[src/aprm_pkg.sv]
package aprm_pkg;

	localparam int IMG_DIM_DEF    = 1000;
	localparam int RING_INNER_DEF = 4;
	localparam int RING_OUTER_DEF = 5;
	localparam int MAX_RESULTS    = 36;

	localparam int COEF_W   = 32;
	localparam int SRC_W    = 18;
	localparam int PROD_W   = COEF_W + SRC_W;
	localparam int ACC_W    = PROD_W + 2;
	localparam int FRAC_BITS = 28;
	localparam int OFF_SHIFT = 12;
	localparam int CRD_W    = ACC_W - FRAC_BITS;
	localparam int PIX_W    = 10;
	localparam int OFF_W    = 4;
	localparam int CFG_IDX_W = 3;

	localparam int QUEUE_DEPTH = 4;
	localparam int QPTR_W      = $clog2(QUEUE_DEPTH);
	localparam int QCNT_W      = $clog2(QUEUE_DEPTH + 1);

	localparam logic [CFG_IDX_W-1:0] REG_COEF_XX  = 3'd0;
	localparam logic [CFG_IDX_W-1:0] REG_COEF_XY  = 3'd1;
	localparam logic [CFG_IDX_W-1:0] REG_OFFSET_X = 3'd2;
	localparam logic [CFG_IDX_W-1:0] REG_COEF_YX  = 3'd3;
	localparam logic [CFG_IDX_W-1:0] REG_COEF_YY  = 3'd4;
	localparam logic [CFG_IDX_W-1:0] REG_OFFSET_Y = 3'd5;

	typedef struct packed {
		logic [CRD_W-1:0] cx;
		logic [CRD_W-1:0] cy;
	} centre_t;

	typedef enum logic [1:0] {
		BK_IDLE,
		BK_SCAN,
		BK_FLUSH
	} back_state_t;

	function automatic bit ring_hit(int inner, int outer, int dx, int dy);
		int d2;
		d2 = dx * dx + dy * dy;
		return (d2 >= inner * inner) && (d2 <= outer * outer);
	endfunction

	function automatic int ring_count(int inner, int outer);
		int n;
		int w;
		n = 0;
		w = outer + 1;
		for (int dx = -w; dx <= w; dx++) begin
			for (int dy = -w; dy <= w; dy++) begin
				if (ring_hit(inner, outer, dx, dy))
					n++;
			end
		end
		return n;
	endfunction

	// k-th ring offset in scan order; sel 0 gives dx, 1 gives dy
	function automatic int ring_off(int inner, int outer, int k, bit sel);
		int n;
		int w;
		int r;
		n = 0;
		w = outer + 1;
		r = 0;
		for (int dx = -w; dx <= w; dx++) begin
			for (int dy = -w; dy <= w; dy++) begin
				if (ring_hit(inner, outer, dx, dy)) begin
					if (n == k)
						r = sel ? dy : dx;
					n++;
				end
			end
		end
		return r;
	endfunction

endpackage

[src/aprm_queue.sv]
module aprm_queue (
	input  logic                          clk,
	input  logic                          arst_n,
	input  logic                          push,
	input  aprm_pkg::centre_t             push_data,
	input  logic                          pop,
	output logic                          q_valid,
	output aprm_pkg::centre_t             q_data,
	output logic [aprm_pkg::QCNT_W-1:0]   q_count
);

	aprm_pkg::centre_t entry_q [aprm_pkg::QUEUE_DEPTH];
	logic [aprm_pkg::QPTR_W-1:0] wr_ptr_q, rd_ptr_q;
	logic [aprm_pkg::QCNT_W-1:0] count_q;
	logic do_pop;

	assign do_pop = pop && (count_q != '0);

	always_ff @(posedge clk or negedge arst_n) begin
		if (!arst_n) begin
			wr_ptr_q <= '0;
			rd_ptr_q <= '0;
			count_q  <= '0;
		end else begin
			if (push)
				wr_ptr_q <= wr_ptr_q + 1'b1;
			if (do_pop)
				rd_ptr_q <= rd_ptr_q + 1'b1;
			count_q <= count_q + aprm_pkg::QCNT_W'(push) - aprm_pkg::QCNT_W'(do_pop);
		end
	end

	always_ff @(posedge clk) begin
		if (push)
			entry_q[wr_ptr_q] <= push_data;
	end

	assign q_valid = count_q != '0;
	assign q_data  = entry_q[rd_ptr_q];
	assign q_count = count_q;

endmodule

[config.mk]
export PLATFORM = sky130hd
export DESIGN_NAME = aprm_queue
export DESIGN_NICKNAME = d
export VERILOG_FILES = /design/src/aprm_pkg.sv /design/src/aprm_queue.sv
export SDC_FILE = /design/constraint.sdc
export NUM_CORES = 1
export LEC_CHECK = 0
export BUFFER_PORTS_ARGS = -buffer_cell sky130_fd_sc_hd__buf_2
export CAP_MARGIN = 20
export CORE_AREA = 10 10 108 183
export CTS_BUF_LIST = sky130_fd_sc_hd__clkbuf_16
export DETAILED_ROUTE_END_ITERATION = 10
export DIE_AREA = 0 0 118 193
export HOLD_SLACK_MARGIN = 0.15
export PLACE_DENSITY_LB_ADDON = 0.15
export SLEW_MARGIN = 20
export SYNTH_ARGS = -nofsm -noshare
export SYNTH_HDL_FRONTEND = slang
export SYNTH_SLANG_ARGS = --single-unit
[constraint.sdc]
create_clock -name clk -period 3.8 [get_ports clk]
set_clock_uncertainty 0.1 [all_clocks]
set_input_delay 0.57 -clock clk [delete_from_list [all_inputs] [get_ports clk]]
set_output_delay 0.57 -clock clk [all_outputs]
set_load 0.01 [all_outputs]
==> results of run 1 <==
==> through the flow <==
step                      worst slack (ps)  std cells  instance area (um2)  hold WS, ps
after global placement                1260        614                 8150          310
after detailed placement              1270        614                 8150          312
after CTS                              785        647                 8710          227
after floorplan                       1520        285                 7380          174
after global routing                   729        647                 8710          234
final                                  892        648                 8710          252
==> logic make-up after synthesis <==
family / Yosys count / share of synthesized area (%)
xor+xnor: 5 / 0.594
fa+ha+maj: 7 / 1.29
mux: 48 / 14.6
compound gates: 3 / 0.305
simple gates: 6 / 0.475
flops: 199 / 80.5
buf+inv: 17 / 2.19
==> where the power goes <==
group	total (mW)	leakage, nW	internal, mW	switching (mW)
clock	1.65	0.270	0.855	0.799
sequential	3.09	1.84	2.88	0.209
combinational	1.88	0.892	0.907	0.974
==> worst paths after layout <==
kind | cells after the start | startpoint | end | slack (ps)
max | 3 | rd_ptr_q[0] | q_data[5] | 890
max in group asynchronous | 2 | arst_n | rd_ptr_q[0] | 3020
min in group asynchronous | 2 | arst_n | wr_ptr_q[1] | 400
min reg2reg | 1 | wr_ptr_q[0] | wr_ptr_q[0] | 440
min | 1 | push_data[37] | entry_q[1][37] | 250
max reg2reg | 7 | q_count[1] | q_count[2] | 1640
==> registers in the layout (all words and copies together), names as in the netlist <==
| name | count |
|---|---|
| rd_ptr_q | 2 |
| q_count | 3 |
| entry_q | 192 |
| wr_ptr_q | 2 |
==> metal layers <==
layer / GRT usage (%) / up-vias
li1: - / 1459
met1: 13.1 / 1762
met2: 23.9 / 69
met3: 3.76 / 11
met4: 4.73 / 2
met5: 0 / -
==> timing repair <==
item | 4_1_cts | 5_1_grt
endpoints found under the setup margin | 0 | 0
hold buffers | 1 | 0
resized for setup | 0 | 0
setup buffers | 0 | 0
endpoints found under the hold margin | 7 | 0
==> cell type report <==
cell class	instances	area [um2]
diodes	1	2.50
clock buffers	17	425
clock inverters	15	120
fillers	1378	8000
inverters	6	22.5
multi-input cells	69	1280
flip-flops and latches	199	5950
well taps	227	284
repair buffers	114	626
==> cell usage in the layout (no fill, tap or decap), types with 2 or more instances in the layout <==
cell type	count
sky130_fd_sc_hd__and2_2	4
sky130_fd_sc_hd__buf_12	2
sky130_fd_sc_hd__buf_2	103
sky130_fd_sc_hd__buf_4	8
sky130_fd_sc_hd__clkbuf_16	17
sky130_fd_sc_hd__clkinv_1	2
sky130_fd_sc_hd__clkinv_4	3
sky130_fd_sc_hd__dfrtp_1	5
sky130_fd_sc_hd__edfxtp_1	192
sky130_fd_sc_hd__ha_1	6
sky130_fd_sc_hd__inv_1	7
sky130_fd_sc_hd__inv_6	6
sky130_fd_sc_hd__inv_8	2
sky130_fd_sc_hd__mux4_2	48
sky130_fd_sc_hd__xnor2_1	3
sky130_fd_sc_hd__xor2_1	2
==> implementation parameters, run 1 <==
Parameter                              Value

Synth
  Mean cell area of the mapped netlist ... 25.9 um2
  Post-synthesis async set-or-reset flop share ... 3.52%
  Cells after synthesis ... 285
  Synthesized flop and latch total ... 199
  Post-synth net total ... 344
  Top cell types by occurrence after synthesis ... sky130_fd_sc_hd__edfxtp_1 (192), sky130_fd_sc_hd__mux4_2 (48), sky130_fd_sc_hd__dfrtp_1 (7)
  Number of synthesized flops with an enable pin ... 192
  Leading register cell type out of synthesis ... sky130_fd_sc_hd__edfxtp_1
  Yosys synthesis warning count ... 0
  Cell accounting for the most synthesized area ... sky130_fd_sc_hd__edfxtp_1
  Share of the synthesized area in the top cell type ... 78.1%
  Cells taking the most area after synthesis ... sky130_fd_sc_hd__edfxtp_1 (78%), sky130_fd_sc_hd__mux4_2 (15%), sky130_fd_sc_hd__dfrtp_1 (2.4%)
  Unique cell type count in the Yosys netlist ... 18
  Most frequently used cell type in the post-synthesis netlist ... sky130_fd_sc_hd__edfxtp_1
  Area of the mapped netlist ... 7380 um2
  Sequential area share after synthesis ... 80.5%

Clock tree
  Number of H-tree levels ... 4
  Clk Latency, worst-skew pair ... 430 ps
  Clock tree from TritonCTS ... built
  Maximum number of buffers from clock root to sink ... 2
  Clock-pin transition on the worst setup and hold timing paths ... 70 ps
  Cell chosen for the clock root ... sky130_fd_sc_hd__clkbuf_16
  Number of CTS-inserted buffers ... 17
  Sinks on the clock net ... 199

Layout
  Final cell utilization of the core ... 52.1%
  Net count of the finished layout ... 466
  Share of layout cells above drive strength 1 ... 46.7%
  Relative area change from synthesis to final layout ... 18.0%

Status
  Status ... finished clean

GRT
  Tot GR Track Use ... 12.7%
  Total global routing overflow ... 0
  Maximum number of pins on one net before global-route repair ... 30
  Initial antenna violation count ... 2
  Wire length of the first global-routing pass ... 21700 um
  Vias in the first global route ... 3872

STA
  Final hold violation count ... 0
  Transition time at the pin with the least slew margin ... 711 ps
  Final slew viol count ... 0
  Post-route clock period utilization ... 76.5%
  Final setup violation count ... 0
  Clock period minus final worst setup slack ... 2910 ps
  Setup TNS ... 0 ps
  Max-slew headroom at the worst pin ... 52.6%
  Highest clock frequency the design can meet ... 0.344 GHz
  Unrepaired setup endpoints after global routing ... false

Power and ir drop
  Pwr per Cell Area ... 760 nW/um2
  Leakage power ... 3.01 nW
  Power consumption ... 6.62 mW
  Max rail drop VDD ... 0.485 mV

Place
  Placer Congestion ... 0.702
  Half-perimeter wire length of the detailed placement result ... 9050 um
  Number of input and output port buffers inserted ... 103

Routing
  Number of design-rule violations left by the first detailed-router iteration ... 161
  Routed wl met2 ... 8020 um
  Met3 routed WL ... 598 um
  First-pass DRT Iterations ... 4
  Routed WL ... 13900 um
  Top Metal Used ... met5
  Met1 routed wirelength after detailed routing ... 5110 um
  DR DRC count ... 0
  Post-DR wirelength/cell ... 21.4 um
  Number of vias after detailed routing ... 3303
  Ratio of routed vias to standard cells ... 5.10
  Remaining antenna violation count ... 0

Worst setup path
  Cell breakdown of the critical path ... buf_12 > mux4_2 > buf_2
  Path type of the worst setup path ... register to output pin
  Peak per-stage delay on the critical path ... 740 ps
  Buffer and inverter count on the worst path ... 2
  CP Data Required Time ... 3130 ps
  Slowest stage cell on the critical path ... sky130_fd_sc_hd__dfrtp_4
  Sort of element at the start of the critical path ... register
  Family with the most delay on the worst path ... flip-flops
  Nature of the critical path endpoint ... output pin
  Maximum fanout count along the critical path ... 29
  Crit path arrival time ... 2240 ps

Floorplanning
  Height of the die ... 193 um
  Initial core utilization ... 44.2%
  Core region area ... 16700 um2
  Die width ... 118 um
  Total I/O pin count ... 104
  Floorplan die area ... 22800 um2
  Core Rows ... 63

Flow run
  Number of max-cap violations ... 0

Min path
  Worst hold-check path type ... primary input to register
Note: power is estimated with default switching activity, not from simulation.
==> run 2: changes to the inputs <==
==> constraint.sdc (replaced) <==
create_clock -name clk -period 2.4 [get_ports clk]
set_clock_uncertainty 0.1 [all_clocks]
set_input_delay 0.36 -clock clk [delete_from_list [all_inputs] [get_ports clk]]
set_output_delay 0.36 -clock clk [all_outputs]
set_load 0.01 [all_outputs]
==> run 2 against run 1 <==
  * Die area unchanged
  * Core utilization increased by 3.5 points
  * Via count increased by 4.0%
  * Clock power increased by 64%
  * Setup slack got worse by 810 ps
  * Hold slack got worse by 64 ps
  * Sequential share of layout area decreased by 4.3 points
  * Final cell count increased by 7.7%
  * First-iteration DRC count increased by 46%
  * Critical path depth unchanged
  * Critical path type unchanged
  * Highest routed layer is now met4
==> implementation parameters, run 2 (synthesized netlist as in run 1, its figures left out) <==
Parameter                              Value

Status
  Status ... finished clean

Routing
  DR DRC count ... 0 (unchanged)
  First-pass DRT Iterations ... 4 (unchanged)
  Post-DR wirelength/cell ... 20.1 um (-6.5%)
  Routed WL ... 14000 um (+0.72%)
  Remaining antenna violation count ... 0 (unchanged)
  Number of design-rule violations left by the first detailed-router iteration ... 235 (+46%)
  Ratio of routed vias to standard cells ... 4.92 (-3.5%)
  Number of vias after detailed routing ... 3435 (+4.0%)

Worst setup path
  Setup slack of the most critical reg-to-reg path ... 200 ps (-1440 ps)
  Reg2reg end ... q_count[2]
  Crit Reg-Reg Startpoint ... q_count[1]
  Maximum fanout count along the critical path ... 11 (-62%)
  Sort of element at the start of the critical path ... register
  CP Data Required Time ... 1940 ps (-1190 ps)
  Crit path arrival time ... 1860 ps (-380 ps)
  Cells on worst reg2reg path ... 7 (unchanged)
  Nature of the critical path endpoint ... output pin
  Path type of the worst setup path ... register to output pin

GRT
  Wire length of the first global-routing pass ... 22300 um (+2.7%)
  Vias in the first global route ... 3982 (+2.8%)
  Total global routing overflow ... 0 (unchanged)
  Maximum number of pins on one net before global-route repair ... 49 (+63%)
  Tot GR Track Use ... 12.9% (+0.16 points)
  Initial antenna violation count ... 0 (-2)

Clock tree
  Cell chosen for the clock root ... sky130_fd_sc_hd__clkbuf_16
  Clk Latency, worst-skew pair ... 430 ps (about the same)
  Clock tree from TritonCTS ... built
  Number of H-tree levels ... 4 (unchanged)
  Number of CTS-inserted buffers ... 17 (unchanged)
  Maximum number of buffers from clock root to sink ... 2 (unchanged)
  Sinks on the clock net ... 199 (unchanged)
  Post-CTS Setup Inserts ... 0 (unchanged)
  Clock-pin transition on the worst setup and hold timing paths ... 80 ps (about the same)

Flow run
  Number of max-cap violations ... 0 (unchanged)

Layout
  Most frequent cells in the layout ... sky130_fd_sc_hd__edfxtp_1 (192), sky130_fd_sc_hd__buf_2 (103), sky130_fd_sc_hd__dlygate4sd3_1 (51)
  Share of layout cells above drive strength 1 ... 42.3% (-4.4 points)
  Relative area change from synthesis to final layout ... 25.9%
  Register containing the most flip-flops in the final layout ... entry_q
  Largest register FFs ... 192 (unchanged)
  Count of inserted antenna diode cells ... 0 (-1)
  Most common cell after layout, fill and taps aside ... sky130_fd_sc_hd__edfxtp_1
  Net count of the finished layout ... 517 (+11%)

Floorplanning
  Total I/O pin count ... 104 (unchanged)
  Height of the die ... 193 um (unchanged)
  Initial core utilization ... 44.2% (unchanged)
  Core region area ... 16700 um2 (unchanged)
  Die width ... 118 um (unchanged)
  Floorplan die area ... 22800 um2 (unchanged)
  Core Rows ... 63 (unchanged)

STA
  Unrepaired setup endpoints after global routing ... false
  Final hold violation count ... 0 (unchanged)
  Final slew viol count ... 0 (unchanged)
  Transition time at the pin with the least slew margin ... 480 ps (-230 ps)
  Highest clock frequency the design can meet ... 0.432 GHz
  Post-route clock period utilization ... 96.5%
  Max-slew headroom at the worst pin ... 68.0% (+15 points)
  Setup TNS ... 0 ps (unchanged)
  Clock period minus final worst setup slack ... 2320 ps
  Final-layout worst hold slack ... 188 ps (-64.4 ps)
  Final setup violation count ... 0 (unchanged)

Place
  Number of input and output port buffers inserted ... 103 (unchanged)
  Half-perimeter wire length of the detailed placement result ... 8820 um (-2.5%)
  Placer Congestion ... 0.726 (+3.3%)

Power and ir drop
  Power consumption ... 10.7 mW (+62%)
  Max rail drop VDD ... 0.715 mV (+47%)
  Pwr per Cell Area ... 1160 nW/um2 (+52%)
  Leakage power ... 3.25 nW (+8.1%)

Min path
  Worst hold-check path type ... primary input to async pin
run 2: cell count changes in the layout (fill, tap and decap cells not counted), sizes merged:
cell         before  now
diode             1    0
dlygate4sd3       1   51
buf             113  114
clkinv            5    2
inv              15   18
run 2: stage by stage:
stage / instance area (um2) / std cells / util (%) / setup WS [ps]
floorplan: 7380 / 285 / - / 122
global placement: 8220 / 615 / 49.2 / 349
detailed placement: 8220 / 615 / 49.2 / 185
CTS: 9290 / 698 / 55.6 / 29.8
global route: 9290 / 698 / 55.6 / 9.09
finish: 9290 / 698 / 55.6 / 84.1
run 2: routing by layer:
layer | vias up | global-route usage, % | share of wire, %
li1 | 1559 | - | -
met1 | 1794 | 13.6 | 39
met2 | 69 | 23.9 | 56
met3 | 13 | 3.29 | 3.9
met4 | 0 | 5.59 | 1.5
met5 | - | 0 | 0
run 2: worst max-delay path, cell delays in order (launching register included):
cell,delay [ps]
sky130_fd_sc_hd__dfrtp_4,440
sky130_fd_sc_hd__buf_4,260
sky130_fd_sc_hd__mux4_2,560
sky130_fd_sc_hd__buf_2,160
run 2: report_power, final:
| group | internal (mW) | switching [mW] | total (mW) |
|---|---|---|---|
| combinational | 1.60 | 1.67 | 3.27 |
| clock | 1.37 | 1.32 | 2.70 |
| sequential | 4.55 | 0.232 | 4.78 |
run 2: timing repair:
item | 4_1_cts | 5_1_grt
endpoints found under the hold margin | 202 | 0
endpoints found under the setup margin | 11 | 0
resized for setup | 1 | 0
hold buffers | 51 | 0
run 2: worst max path at each step:
stage                startpoint            end  cells after the start
floorplan           wr_ptr_q[0]  entry_q[0][0]                      3
global placement     q_count[1]     q_count[2]                      7
detailed placement   q_count[1]     q_count[2]                      7
CTS                 rd_ptr_q[0]     q_data[46]                      3
global route        rd_ptr_q[0]     q_data[46]                      3
finish              rd_ptr_q[0]     q_data[46]                      3
run 2: layout make-up:
class                   instances  area, um2
well taps                     227        284
inverters                       6       22.5
clock buffers                  17        425
multi-input cells              69       1280
clock inverters                15        131
repair buffers                165       1200
flip-flops and latches        199       5950
fillers                      1344       7420
