`config.mk`:
```
export PLATFORM = sky130hd
export DESIGN_NAME = aprm_back
export DESIGN_NICKNAME = d
export VERILOG_FILES = /design/src/aprm_pkg.sv /design/src/aprm_back.sv
export SDC_FILE = /design/constraint.sdc
export NUM_CORES = 1
export LEC_CHECK = 0
export BUFFER_PORTS_ARGS = -buffer_cell sky130_fd_sc_hd__buf_2
export CAP_MARGIN = 30
export CELL_PAD_IN_SITES_DETAIL_PLACEMENT = 1
export CELL_PAD_IN_SITES_GLOBAL_PLACEMENT = 1
export CORE_MARGIN = 3
export CORE_UTILIZATION = 47
export DETAILED_ROUTE_END_ITERATION = 16
export PLACE_DENSITY = 0.92
export SYNTH_ARGS = -nofsm -noshare
export SYNTH_HDL_FRONTEND = slang
export SYNTH_SLANG_ARGS = --single-unit
```
`constraint.sdc`:
```
create_clock -name clk -period 8.2 [get_ports clk]
set_input_delay 0 -clock clk [delete_from_list [all_inputs] [get_ports clk]]
set_output_delay 0 -clock clk [all_outputs]
set_load 0.02 [all_outputs]
```
`src/aprm_pkg.sv`:
```
package aprm_pkg;

	localparam int IMG_DIM_DEF    = 1000;
	localparam int RING_INNER_DEF = 4;
	localparam int RING_OUTER_DEF = 5;
	localparam int MAX_RESULTS    = 36;

	localparam int COEF_W   = 32;
	localparam int SRC_W    = 18;
	localparam int PROD_W   = COEF_W + SRC_W;
	localparam int ACC_W    = PROD_W + 2;
	localparam int FRAC_BITS = 28;
	localparam int OFF_SHIFT = 12;
	localparam int CRD_W    = ACC_W - FRAC_BITS;
	localparam int PIX_W    = 10;
	localparam int OFF_W    = 4;
	localparam int CFG_IDX_W = 3;

	localparam int QUEUE_DEPTH = 4;
	localparam int QPTR_W      = $clog2(QUEUE_DEPTH);
	localparam int QCNT_W      = $clog2(QUEUE_DEPTH + 1);

	localparam logic [CFG_IDX_W-1:0] REG_COEF_XX  = 3'd0;
	localparam logic [CFG_IDX_W-1:0] REG_COEF_XY  = 3'd1;
	localparam logic [CFG_IDX_W-1:0] REG_OFFSET_X = 3'd2;
	localparam logic [CFG_IDX_W-1:0] REG_COEF_YX  = 3'd3;
	localparam logic [CFG_IDX_W-1:0] REG_COEF_YY  = 3'd4;
	localparam logic [CFG_IDX_W-1:0] REG_OFFSET_Y = 3'd5;

	typedef struct packed {
		logic [CRD_W-1:0] cx;
		logic [CRD_W-1:0] cy;
	} centre_t;

	typedef enum logic [1:0] {
		BK_IDLE,
		BK_SCAN,
		BK_FLUSH
	} back_state_t;

	function automatic bit ring_hit(int inner, int outer, int dx, int dy);
		int d2;
		d2 = dx * dx + dy * dy;
		return (d2 >= inner * inner) && (d2 <= outer * outer);
	endfunction

	function automatic int ring_count(int inner, int outer);
		int n;
		int w;
		n = 0;
		w = outer + 1;
		for (int dx = -w; dx <= w; dx++) begin
			for (int dy = -w; dy <= w; dy++) begin
				if (ring_hit(inner, outer, dx, dy))
					n++;
			end
		end
		return n;
	endfunction

	// k-th ring offset in scan order; sel 0 gives dx, 1 gives dy
	function automatic int ring_off(int inner, int outer, int k, bit sel);
		int n;
		int w;
		int r;
		n = 0;
		w = outer + 1;
		r = 0;
		for (int dx = -w; dx <= w; dx++) begin
			for (int dy = -w; dy <= w; dy++) begin
				if (ring_hit(inner, outer, dx, dy)) begin
					if (n == k)
						r = sel ? dy : dx;
					n++;
				end
			end
		end
		return r;
	endfunction

endpackage

```
`src/aprm_back.sv`:
```
module aprm_back #(
	parameter int IMG_DIM    = aprm_pkg::IMG_DIM_DEF,
	parameter int RING_INNER = aprm_pkg::RING_INNER_DEF,
	parameter int RING_OUTER = aprm_pkg::RING_OUTER_DEF
) (
	input  logic                          clk,
	input  logic                          arst_n,
	input  logic                          q_valid,
	input  aprm_pkg::centre_t             q_data,
	output logic                          pop,
	output logic                          out_valid,
	input  logic                          out_stall,
	output logic [aprm_pkg::PIX_W-1:0]    pixel_x,
	output logic [aprm_pkg::PIX_W-1:0]    pixel_y,
	output logic                          pixel_valid,
	output logic                          last
);

	localparam int CRD_W    = aprm_pkg::CRD_W;
	localparam int PIX_W    = aprm_pkg::PIX_W;
	localparam int OFF_W    = aprm_pkg::OFF_W;
	localparam int TAB_LEN  = aprm_pkg::ring_count(RING_INNER, RING_OUTER);
	localparam int TAB_SIZE = (TAB_LEN > 0) ? TAB_LEN : 1;
	localparam int K_W      = (TAB_SIZE > 1) ? $clog2(TAB_SIZE) : 1;
	localparam int N_W      = $clog2(aprm_pkg::MAX_RESULTS + 1);

	logic signed [OFF_W-1:0] tab_dx [TAB_SIZE];
	logic signed [OFF_W-1:0] tab_dy [TAB_SIZE];

	for (genvar g = 0; g < TAB_SIZE; g++) begin : g_tab
		localparam int DXV = aprm_pkg::ring_off(RING_INNER, RING_OUTER, g, 1'b0);
		localparam int DYV = aprm_pkg::ring_off(RING_INNER, RING_OUTER, g, 1'b1);
		assign tab_dx[g] = OFF_W'(DXV);
		assign tab_dy[g] = OFF_W'(DYV);
	end

	aprm_pkg::back_state_t state_q, state_d;
	logic [K_W-1:0]   k_q, k_d;
	logic [N_W-1:0]   n_q, n_d;
	logic             pend_v_q, pend_v_d;
	logic [PIX_W-1:0] pend_x_q, pend_x_d, pend_y_q, pend_y_d;
	logic [CRD_W-1:0] cx_q, cy_q;

	logic             out_valid_q, pixel_valid_q, last_q;
	logic [PIX_W-1:0] pixel_x_q, pixel_y_q;

	logic             ospace, load, hit;
	logic             push, push_pv, push_last;
	logic [PIX_W-1:0] push_x, push_y;
	logic [CRD_W-1:0] px, py;

	assign ospace = !out_valid_q || !out_stall;
	assign px  = cx_q + CRD_W'(tab_dx[k_q]);
	assign py  = cy_q + CRD_W'(tab_dy[k_q]);
	assign hit = !px[CRD_W-1] && (px < CRD_W'(IMG_DIM))
		&& !py[CRD_W-1] && (py < CRD_W'(IMG_DIM));

	always_comb begin
		state_d   = state_q;
		k_d       = k_q;
		n_d       = n_q;
		pend_v_d  = pend_v_q;
		pend_x_d  = pend_x_q;
		pend_y_d  = pend_y_q;
		pop       = 1'b0;
		load      = 1'b0;
		push      = 1'b0;
		push_x    = '0;
		push_y    = '0;
		push_pv   = 1'b0;
		push_last = 1'b0;
		case (state_q)
			aprm_pkg::BK_IDLE: begin
				if (q_valid) begin
					pop  = 1'b1;
					load = 1'b1;
				end
			end
			aprm_pkg::BK_SCAN: begin
				if (ospace) begin
					if (hit) begin
						// a held pixel goes out once a later one proves it is not last
						if (pend_v_q) begin
							push    = 1'b1;
							push_x  = pend_x_q;
							push_y  = pend_y_q;
							push_pv = 1'b1;
						end
						pend_v_d = 1'b1;
						pend_x_d = px[PIX_W-1:0];
						pend_y_d = py[PIX_W-1:0];
						n_d      = n_q + 1'b1;
					end
					if (k_q == K_W'(TAB_SIZE - 1)
						|| (hit && n_q == N_W'(aprm_pkg::MAX_RESULTS - 1)))
						state_d = aprm_pkg::BK_FLUSH;
					else
						k_d = k_q + 1'b1;
				end
			end
			aprm_pkg::BK_FLUSH: begin
				if (ospace) begin
					push      = 1'b1;
					push_x    = pend_v_q ? pend_x_q : '0;
					push_y    = pend_v_q ? pend_y_q : '0;
					push_pv   = pend_v_q;
					push_last = 1'b1;
					state_d   = aprm_pkg::BK_IDLE;
					if (q_valid) begin
						pop  = 1'b1;
						load = 1'b1;
					end
				end
			end
			default: state_d = aprm_pkg::BK_IDLE;
		endcase
		if (load) begin
			state_d  = (TAB_LEN == 0) ? aprm_pkg::BK_FLUSH : aprm_pkg::BK_SCAN;
			k_d      = '0;
			n_d      = '0;
			pend_v_d = 1'b0;
		end
	end

	always_ff @(posedge clk or negedge arst_n) begin
		if (!arst_n) begin
			state_q     <= aprm_pkg::BK_IDLE;
			k_q         <= '0;
			n_q         <= '0;
			pend_v_q    <= 1'b0;
			out_valid_q <= 1'b0;
		end else begin
			state_q  <= state_d;
			k_q      <= k_d;
			n_q      <= n_d;
			pend_v_q <= pend_v_d;
			if (push)
				out_valid_q <= 1'b1;
			else if (ospace)
				out_valid_q <= 1'b0;
		end
	end

	always_ff @(posedge clk) begin
		pend_x_q <= pend_x_d;
		pend_y_q <= pend_y_d;
		if (load) begin
			cx_q <= q_data.cx;
			cy_q <= q_data.cy;
		end
		if (push) begin
			pixel_x_q     <= push_x;
			pixel_y_q     <= push_y;
			pixel_valid_q <= push_pv;
			last_q        <= push_last;
		end
	end

	assign out_valid   = out_valid_q;
	assign pixel_x     = pixel_x_q;
	assign pixel_y     = pixel_y_q;
	assign pixel_valid = pixel_valid_q;
	assign last        = last_q;

endmodule

```
==> reports/metrics.cfg, run 1 <==
[flow_run]
drv_cap = 0

[worst_setup_path]
slowest_stage = and2_1
path_class = flop to flop
max_stage_delay_ns = 0.80
cpLargestDelayFamily = simple AND/OR/NAND/NOR gates
end_kind = flop
cp_data_required_time_ns = 8.18
cp_cell_sequence = inv_1 > ha_1 > or3b_2 > nand4_1 > nor2_1 > buf_4 > ha_1 > a21o_1 > a31oi_1 > a211oi_1 > or2_2 > xor2_1 > or2_2 > nor4_1 > and4_1 > and4_1 > and2_1
startpoint_type = flop
cp.arrival_ns = 6.02
path_buf_inv = 2
cp_max_fo = 21

[placement]
post-place-cells = 959
portBuffers = 75
placed_area_um2 = 7670
place_hpwl_um = 14800
place_congestion = 0.880

[global_routing]
grt_pass1_wl_um = 33600
grt.overflow.total = 0
antenna_found_initial = 1
grtUsageTotal_pct = 25.4
grt_max_degree = 55
grt_pass1_vias = 6609

[detailed_routing]
drc = 0
antenna_left = 0
wl_per_cell_um = 20.2
vias = 6216
wl_um = 20700
dr.pass1.iters = 4
vias_per_cell = 6.06
dr.first_iter.drc_count = 467

[worst_hold_path]
hp-class = primary input to flop

[clock_network]
clock_sinks = 106
cts-root-buf = clkbuf_16
clk_latency_ns = 0.37
cts_hold_buf = 49
cts_buffers = 9
post_cts_resized = 0
cts_tree = yes
post_cts_buffers = 0
clk_path_buf_depth = 2
cts.htree.levels = 3
clk_pin_slew_worst_paths_ns = 0.08

[cells_and_area]
fin_nets = 944
final_area_um2 = 8430
fin_cells = 1025
area_growth_pct = 18.3
fin_util_pct = 57.4
drive_above_1_share_pct = 13.3

[sta]
rsz0062_at_grt = no
fin_worst_skew_ns = 0.0155
slew_viol_final = 0
hold_viol = 0
setup_violations = 0
period_minus_slack_ns = 6.04
fin_tns_setup_ns = 0
holdWs_ns = 0.0838
worst_pin_slew_ns = 0.992
fin_crit_sh_pct = 73.6
max_freq_mhz = 166
relSlewSlack_pct = 33.9

[floorplanning]
rows = 44
dieArea_um2 = 16700
io_pins = 76
die_w_um = 129
die_h_um = 129
core-area_um2 = 14700
start_util_pct = 48.5

[power_and_ir_drop]
power.leakage_nw = 3.41
vdd_drop_max_mv = 0.177
power_density_nw_per_um2 = 445

[yosys]
synthesis.nets = 831
synth-edff-count = 90
yosysSeqAreaShare_pct = 43.5
synth_seq_cells = 106
yosysTopAreaCellShare_pct = 37.9
ys_top_cells_by_area = edfxtp_1 (38%), ha_1 (9.7%), dfrtp_1 (5.6%), a21oi_1 (4.4%), nand2_1 (3.5%)
syn_inst = 722
yosysMostFrequentCell = edfxtp_1
avgSynthCellArea_um2 = 9.87
synth_common_cells = edfxtp_1 (90), nand2_1 (67), a21oi_1 (62), ha_1 (55), nor2_1 (43)
ys_warn_count = 0
syn-cell-area_um2 = 7130
synth_top_area_cell = edfxtp_1
async_flop_share_pct = 15.1
ys_types = 67
synth_ff_type = edfxtp_1

[status]
outcome = finished clean

worst min-delay path: cells and delay by family:
kind,cells,cell delay [ns]
AOI/OAI and AO/OA,1,0.16
buffers and inverters,1,0.08
and+or+nand+nor,1,0.16
layer usage:
| layer | GRT usage [%] | share of wire (%) |
|---|---|---|
| met1 | 31.6 | 43 |
| met2 | 44.3 | 51 |
| met3 | 4.16 | 3.7 |
| met4 | 9.45 | 2.7 |
| met5 | 0 | 0 |
final cells by class:
cell class	instances	area, µm²
sequential	106	3100
antenna	1	2.50
clock buffer	9	225
timing repair buffer	129	911
multi-input combinational	558	3800
fill	1629	6270
inverter	31	116
clock inverter	7	45.0
tap	184	230
sequential cells by signal (all words and copies together) (netlist names), 6 cells and up:
signal	cells
k_q	6
cy_q	24
pixel_x	10
n_q	6
cx_q	24
pixel_y	10
pend_y_q	10
pend_x_q	10
metrics by stage:
| step | setup slack [ns] | total power (W) |
|---|---|---|
| finish | 2.16 | 0.00376 |
| floorplan | 2.35 | 0.00260 |
| detailed placement | 2.30 | 0.00325 |
| global placement | 2.52 | 0.00311 |
| global route | 1.75 | 0.00404 |
| CTS | 2.24 | 0.00370 |
power breakdown:
group | switching [W] | internal (W) | leakage, nW
Combinational | 0.00160 | 0.000937 | 2.22
Sequential | 0.0000625 | 0.000739 | 1.06
Clock | 0.000208 | 0.000206 | 0.132
cell usage in the layout (no fill, tap or decap), drive strengths merged, types with 5 or more instances in the layout:
master        n
a21oi        62
a21o         18
nor2         43
edfxtp       90
xnor2        22
xor2          9
a211oi        8
dlygate4sd3  49
nor4          8
and3          8
nand3        20
nor3         15
clkbuf        9
or2           5
buf          80
nand2b        6
o21ai        41
nand2        67
dfrtp        16
nand4        16
a31oi         7
inv          32
or3           6
clkinv        5
a211o         9
and2         30
o221ai        5
mux2i         7
o21a          8
ha           55
o211ai       11
path summary, 6_finish.rpt:
path                       slack (ns)  depth (start not counted)               start               endpoint
min in group asynchronous        0.09                          2              arst_n     k_q[3]$_DFFE_PN0P_
min reg2reg                      0.51                          1  n_q[0]$_DFFE_PN0P_     n_q[0]$_DFFE_PN0P_
max in group asynchronous        7.80                          2              arst_n   pend_v_q$_DFFE_PN0P_
max                              2.16                         17  k_q[1]$_DFFE_PN0P_  pend_x_q[3]$_DFFE_PP_
min                              0.08                          3           out_stall  out_valid$_DFFE_PN0P_
max reg2reg                      2.16                         17  k_q[1]$_DFFE_PN0P_  pend_x_q[3]$_DFFE_PP_
cells by family (layout without fill, tap and decap cells):
group	count (synthesis)	after routing	synth area share [%]
compound gates	213	213	19.7
xor+xnor	31	31	3.81
fa+ha+maj	57	57	10.2
buf+inv	58	176	3.18
flops	106	106	43.5
mux	9	9	1.35
other cells	0	1	0
simple gates	248	248	18.2
No activity file was read; power rests on OpenSTA's default activity.
==> inputs of run 2 (changes only) <==
==> constraint.sdc (replaced) <==
create_clock -name clk -period 6.2 [get_ports clk]
set_input_delay 0 -clock clk [delete_from_list [all_inputs] [get_ports clk]]
set_output_delay 0 -clock clk [all_outputs]
set_load 0.02 [all_outputs]
==> run 2 against run 1 <==
Sequential power increased by 32%. Clock power grew 44%. Critical path type unchanged. Via count rose by 2.8%. Critical path depth increased by 3. Routed wire length increased by 4.7%. Largest cell class unchanged. Design area rose by 0.68%. Highest routed layer unchanged.
==> reports/metrics.cfg, run 2 (synthesis results as in run 1) <==
[placement]
portBuffers = 75  ; unchanged
place_congestion = 0.903  ; was 0.880
dp_slack_ns = 0.309  ; was 2.30 ns
placed_area_um2 = 7700  ; was 7670 µm²
place_hpwl_um = 15400  ; was 14800 µm

[cells_and_area]
layout_commonest_cell = edfxtp_1  ; unchanged
drive_above_1_share_pct = 13.9  ; was 13.3%
multi_input_area_um2 = 3810  ; was 3800 µm²
fillers = 1629  ; unchanged
final_cell_mix = edfxtp_1 (90), buf_2 (75), nand2_1 (67)  ; unchanged
final-seq-area_um2 = 3100  ; unchanged
area_growth_pct = 19.1  ; was 18.3%
final_area_um2 = 8490  ; was 8430 µm²
fin_nets = 947  ; was 944
reg_top3 = cx_q x24, cy_q x24  ; unchanged
diodes = 0  ; was 1

[sta]
fin_worst_skew_ns = 0.00945  ; was 0.0155 ns
fin_tns_setup_ns = 0  ; unchanged
hold_viol = 0  ; unchanged
slew_viol_final = 0  ; unchanged
period_minus_slack_ns = 6.01  ; was 6.04 ns
worst_slack_ns = 0.189  ; was 2.16 ns
rsz0062_at_grt = no  ; unchanged
worst_pin_slew_ns = 0.852  ; was 0.992 ns
relSlewSlack_pct = 42.8  ; was 33.9%
setup_violations = 0  ; unchanged
max_freq_mhz = 166  ; about the same
fin_crit_sh_pct = 96.9  ; was 73.6%

[status]
outcome = finished clean  ; unchanged

[worst_setup_path]
worstSetupEndpoint = pixel_y[5]$_DFFE_PP_  ; was pend_x_q[3]$_DFFE_PP_
timing.rr.start = k_q[1]$_DFFE_PN0P_  ; unchanged
path_class = flop to flop  ; unchanged
startpoint_type = flop  ; unchanged
worst-r2r-setup-slack_ns = 0.19  ; was 2.16 ns
end_kind = flop  ; unchanged
rr_worst_depth = 20  ; was 17
cp_data_required_time_ns = 6.24  ; was 8.18 ns
cp.arrival_ns = 6.05  ; was 6.02 ns
r2r_end = pixel_y[5]$_DFFE_PP_  ; was pend_x_q[3]$_DFFE_PP_
cp_max_fo = 22  ; was 21
critPathLaunch = k_q[1]$_DFFE_PN0P_  ; unchanged

[clock_network]
cts-root-buf = clkbuf_16  ; unchanged
cts_tree = yes  ; unchanged
cts_buffers = 9  ; unchanged
clk_pin_slew_worst_paths_ns = 0.07  ; was 0.08 ns
post_cts_buffers = 0  ; unchanged
clk_latency_ns = 0.37  ; about the same
clock_sinks = 106  ; unchanged
clk_path_buf_depth = 2  ; unchanged
cts.htree.levels = 3  ; unchanged

[detailed_routing]
vias_per_cell = 6.22  ; was 6.06
dr.first_iter.drc_count = 507  ; was 467
wl_um = 21600  ; was 20700 µm
antenna_left = 0  ; unchanged
vias = 6391  ; was 6216
wl_per_cell_um = 21.1  ; was 20.2 µm
drc = 0  ; unchanged
dr.pass1.iters = 5  ; was 4

[floorplanning]
die_w_um = 129  ; unchanged
die_h_um = 129  ; unchanged
core-area_um2 = 14700  ; unchanged
dieArea_um2 = 16700  ; unchanged
rows = 44  ; unchanged
start_util_pct = 48.5  ; unchanged
io_pins = 76  ; unchanged

[global_routing]
grt.overflow.total = 0  ; unchanged
grt_max_degree = 36  ; was 55
grtUsageTotal_pct = 26.5  ; was 25.4%
antenna_found_initial = 0  ; was 1
grt_pass1_wl_um = 34800  ; was 33600 µm
grt_pass1_vias = 6753  ; was 6609

[power_and_ir_drop]
power_density_nw_per_um2 = 596  ; was 445 nW/µm²
vdd_drop_max_mv = 0.273  ; was 0.177 mV
power.leakage_nw = 3.44  ; was 3.41 nW

[worst_hold_path]
hp-start = out_stall  ; unchanged
hp-class = primary input to flop  ; unchanged

[flow_run]
drv_cap = 0  ; unchanged

## run 2: stage by stage
| step | util (%) | hold WS (ns) | power (W) | instances |
|---|---|---|---|---|
| 5_1_grt | 57.8 | 0.140 | 0.00541 | 1027 |
| 3_5_place_dp | 52.4 | -0.0486 | 0.00430 | 962 |
| 4_1_cts | 57.7 | 0.0693 | 0.00494 | 1027 |
| 2_1_floorplan | - | -0.296 | 0.00344 | 722 |
| 3_3_place_gp | 52.2 | -0.0656 | 0.00410 | 961 |
| 6_report | 57.8 | 0.0932 | 0.00506 | 1027 |
## run 2: cell type report
| type | instances | area share, % |
|---|---|---|
| Clock buffer | 11 | 2.74 |
| Clock inverter | 5 | 0.752 |
| Tap cell | 184 | 2.71 |
| Multi-Input combinational cell | 558 | 44.8 |
| Timing Repair Buffer | 132 | 11.1 |
| Sequential cell | 106 | 36.5 |
| Inverter | 31 | 1.37 |
## run 2: how the worst min path moves through the flow
| stage | endpoint | slack, ns | cells after the start |
|---|---|---|---|
| final | out_valid$_DFFE_PN0P_ | 0.09 | 3 |
| after global routing | k_q[4]$_DFFE_PN0P_ | 0.14 | 2 |
| after CTS | out_valid$_DFFE_PN0P_ | 0.07 | 3 |
| after detailed placement | k_q[5]$_DFFE_PN0P_ | -0.05 | 1 |
| after global placement | k_q[3]$_DFFE_PN0P_ | -0.07 | 1 |
| after floorplan | k_q[0]$_DFFE_PN0P_ | -0.30 | 0 |
## run 2: worst max-delay path, stage by stage (launching register included)
cell,delay [ns]
dfrtp_1,0.52
inv_1,0.16
ha_1,0.38
o21ai_0,0.28
a22oi_1,0.13
o22ai_1,0.29
ha_1,0.24
inv_1,0.06
fa_1,0.43
nor2b_1,0.29
o2111ai_1,0.20
a211oi_1,0.74
o2111ai_1,0.17
o311ai_0,0.22
o221ai_1,0.26
nor4_1,0.26
and4_1,0.28
and4_1,0.25
a21oi_1,0.11
nor2_2,0.09
buf_4,0.29
## run 2: report_power, final
| part | internal, W | total [W] | switching [W] |
|---|---|---|---|
| registers | 0.000976 | 0.00106 | 0.0000821 |
| logic | 0.00126 | 0.00340 | 0.00215 |
| clock network | 0.000317 | 0.000598 | 0.000281 |
| total | 0.00255 | 0.00506 | 0.00251 |
## run 2: layer usage
metal  global-route usage [%]  vias up  wire length [µm]
met3                     4.70       66              1000
met2                     46.7      237             11000
met1                     31.3     3123              8820
li1                         -     2965                 -
met5                        0        -                 0
met4                     12.2        0               840
## run 2: timing repair
action                     CTS  global route
gates resized for setup      0             2
setup endpoints to repair    0            74
hold endpoints to repair    64             0
hold buffers                49             0
==> inputs of run 3 (changes only) <==
--- a/config.mk
+++ b/config.mk
@@ -10,9 +10,10 @@
 export CELL_PAD_IN_SITES_DETAIL_PLACEMENT = 1
 export CELL_PAD_IN_SITES_GLOBAL_PLACEMENT = 1
 export CORE_MARGIN = 3
-export CORE_UTILIZATION = 47
+export CORE_UTILIZATION = 50
 export DETAILED_ROUTE_END_ITERATION = 16
-export PLACE_DENSITY = 0.92
+export PLACE_DENSITY = 0.95
+export REMOVE_ABC_BUFFERS = 1
 export SYNTH_ARGS = -nofsm -noshare
 export SYNTH_HDL_FRONTEND = slang
 export SYNTH_SLANG_ARGS = --single-unit
==> constraint.sdc (replaced) <==
create_clock -name clk -period 7.4 [get_ports clk]
set_input_delay 0 -clock clk [delete_from_list [all_inputs] [get_ports clk]]
set_output_delay 0 -clock clk [all_outputs]
set_load 0.02 [all_outputs]
==> run 3 against run 2 <==
Routed wire length is 0.95% higher. Die area down 5.7%. Clock skew rose by 0.0093 ns. Non-clock buffer count fell by 3. Worst setup slack better by 0.97 ns. Critical endpoint is now pend_y_q[9]$_DFFE_PP_.
==> reports/metrics.cfg, run 3 (synthesis results as in run 1) <==
[worst_setup_path]
cp_max_fo = 20  ; was 22
worst-r2r-setup-slack_ns = 1.16  ; was 0.19 ns
startpoint_type = flop  ; unchanged
rr_worst_depth = 18  ; was 20
cp.arrival_ns = 6.23  ; was 6.05 ns
end_kind = flop  ; unchanged
timing.rr.start = k_q[1]$_DFFE_PN0P_  ; unchanged
worstSetupEndpoint = pend_y_q[9]$_DFFE_PP_  ; was pixel_y[5]$_DFFE_PP_
critPathLaunch = k_q[1]$_DFFE_PN0P_  ; unchanged
cp_data_required_time_ns = 7.39  ; was 6.24 ns
r2r_end = pend_y_q[9]$_DFFE_PP_  ; was pixel_y[5]$_DFFE_PP_
path_class = flop to flop  ; unchanged

[floorplanning]
die_h_um = 125  ; was 129 µm
rows = 42  ; was 44
io_pins = 76  ; unchanged
start_util_pct = 52.4  ; was 48.5%
die_w_um = 125  ; was 129 µm
dieArea_um2 = 15700  ; was 16700 µm²
core-area_um2 = 13600  ; was 14700 µm²

[cells_and_area]
layout_commonest_cell = edfxtp_1  ; unchanged
fin_cells = 1016  ; was 1027
final_cell_mix = edfxtp_1 (90), buf_2 (75), nand2_1 (67)  ; unchanged
drive_above_1_share_pct = 13.5  ; was 13.9%
final_area_um2 = 8430  ; was 8490 µm²
diodes = 0  ; unchanged
area_growth_pct = 18.3  ; was 19.1%
fin_util_pct = 61.9  ; was 57.8%
fin_nets = 944  ; was 947
reg_top3 = cx_q x24, cy_q x24  ; unchanged

[clock_network]
cts_tree = yes  ; unchanged
cts_buffers = 9  ; unchanged
cts-root-buf = clkbuf_16  ; unchanged
cts.htree.levels = 3  ; unchanged
clk_path_buf_depth = 2  ; unchanged
clk_latency_ns = 0.37  ; about the same
post_cts_resized = 0  ; unchanged
post_cts_buffers = 0  ; unchanged
clk_pin_slew_worst_paths_ns = 0.08  ; was 0.07 ns
clock_sinks = 106  ; unchanged

[detailed_routing]
wl_um = 21800  ; was 21600 µm
dr.first_iter.drc_count = 549  ; was 507
wl_per_cell_um = 21.5  ; was 21.1 µm
drc = 0  ; unchanged
vias_per_cell = 6.27  ; was 6.22
vias = 6373  ; was 6391
dr.pass1.iters = 5  ; unchanged
antenna_left = 0  ; unchanged

[global_routing]
grt_pass1_wl_um = 35600  ; was 34800 µm
antenna_found_initial = 0  ; unchanged
grtUsageTotal_pct = 28.1  ; was 26.5%
grt.overflow.total = 0  ; unchanged
grt_pass1_vias = 6760  ; was 6753
grt_max_degree = 55  ; was 36

[sta]
relSlewSlack_pct = 36.8  ; was 42.8%
fin_worst_skew_ns = 0.0188  ; was 0.00945 ns
max_freq_mhz = 160  ; was 166 MHz
rsz0062_at_grt = no  ; unchanged
hold_viol = 0  ; unchanged
worst_pin_slew_ns = 0.948  ; was 0.852 ns
setup_violations = 0  ; unchanged
fin_crit_sh_pct = 84.3  ; was 96.9%
fin_tns_setup_ns = 0  ; unchanged
period_minus_slack_ns = 6.24  ; was 6.01 ns
slew_viol_final = 0  ; unchanged
worst_slack_ns = 1.16  ; was 0.189 ns

[power_and_ir_drop]
power.leakage_nw = 3.41  ; was 3.44 nW
power_density_nw_per_um2 = 498  ; was 596 nW/µm²
vdd_drop_max_mv = 0.209  ; was 0.273 mV

[placement]
portBuffers = 75  ; unchanged
place_congestion = 0.940  ; was 0.903
placed_area_um2 = 7640  ; was 7700 µm²
place_hpwl_um = 15200  ; was 15400 µm
post-place-cells = 950  ; was 962
dp_slack_ns = 1.35  ; was 0.309 ns

[status]
outcome = finished clean  ; unchanged

[worst_hold_path]
hp-class = primary input to flop  ; unchanged

[flow_run]
drv_cap = 0  ; unchanged

## run 3: cell types whose count changed in the layout (fill, tap and decap cells not counted), sizes merged
cell and change:
buf -3, clkinv +3, clkbuf -2, bufinv -1
## run 3: routing by layer
layer | global-route usage [%] | vias to the layer above | wire length (µm)
met4 | 11.8 | 0 | 636
met3 | 4.43 | 57 | 878
li1 | - | 2951 | -
met5 | 0 | - | 0
met2 | 50.0 | 195 | 11400
met1 | 33.9 | 3170 | 8980
## run 3: area by class of cell
type	instances	area [µm²]
timing repair buffer	129	911
clock buffer	9	225
sequential	106	3100
tap	176	220
clock inverter	7	55.1
multi-input combinational	558	3800
inverter	31	116
fill	1526	5180
## run 3: stage by stage
stage               hold WS (ns)  power [W]
floorplan                 -0.296    0.00287
global placement         -0.0709    0.00345
detailed placement       -0.0398    0.00361
CTS                       0.0429    0.00413
global route               0.107    0.00452
finish                    0.0827    0.00419
## run 3: power by group
group | switching [W] | leakage, nW | internal (W)
registers | 0.0000706 | 1.06 | 0.000819
clock network | 0.000237 | 0.136 | 0.000231
logic | 0.00180 | 2.22 | 0.00104
total | 0.00210 | 3.41 | 0.00209
## run 3: what timing repair did
action | CTS | global route
hold endpoints to repair | 64 | 0
hold buffers | 49 | 0
setup endpoints to repair | 0 | 0
## run 3: worst min path at each step
stage               cells past startpoint  startpoint               endpoint  slack, ns
floorplan                               0      arst_n     k_q[0]$_DFFE_PN0P_      -0.30
global placement                        1      arst_n     k_q[1]$_DFFE_PN0P_      -0.07
detailed placement                      1      arst_n     k_q[3]$_DFFE_PN0P_      -0.04
CTS                                     3   out_stall  out_valid$_DFFE_PN0P_       0.04
global route                            3   out_stall  out_valid$_DFFE_PN0P_       0.11
finish                                  3   out_stall  out_valid$_DFFE_PN0P_       0.08
## run 3: worst max-delay path: stages (launching register included)
cell	delay, ns
dfrtp_1	0.54
inv_1	0.20
ha_1	0.30
nor2b_1	0.15
o21ai_0	0.19
o311ai_0	0.18
mux2_2	0.31
ha_1	0.24
fa_1	0.45
a21o_1	0.20
a22o_1	0.23
o2111ai_1	0.36
nand2_1	0.10
o311ai_0	0.64
o31ai_1	0.19
nor4_1	0.29
and4_1	0.23
and4_1	0.24
and2_1	0.77
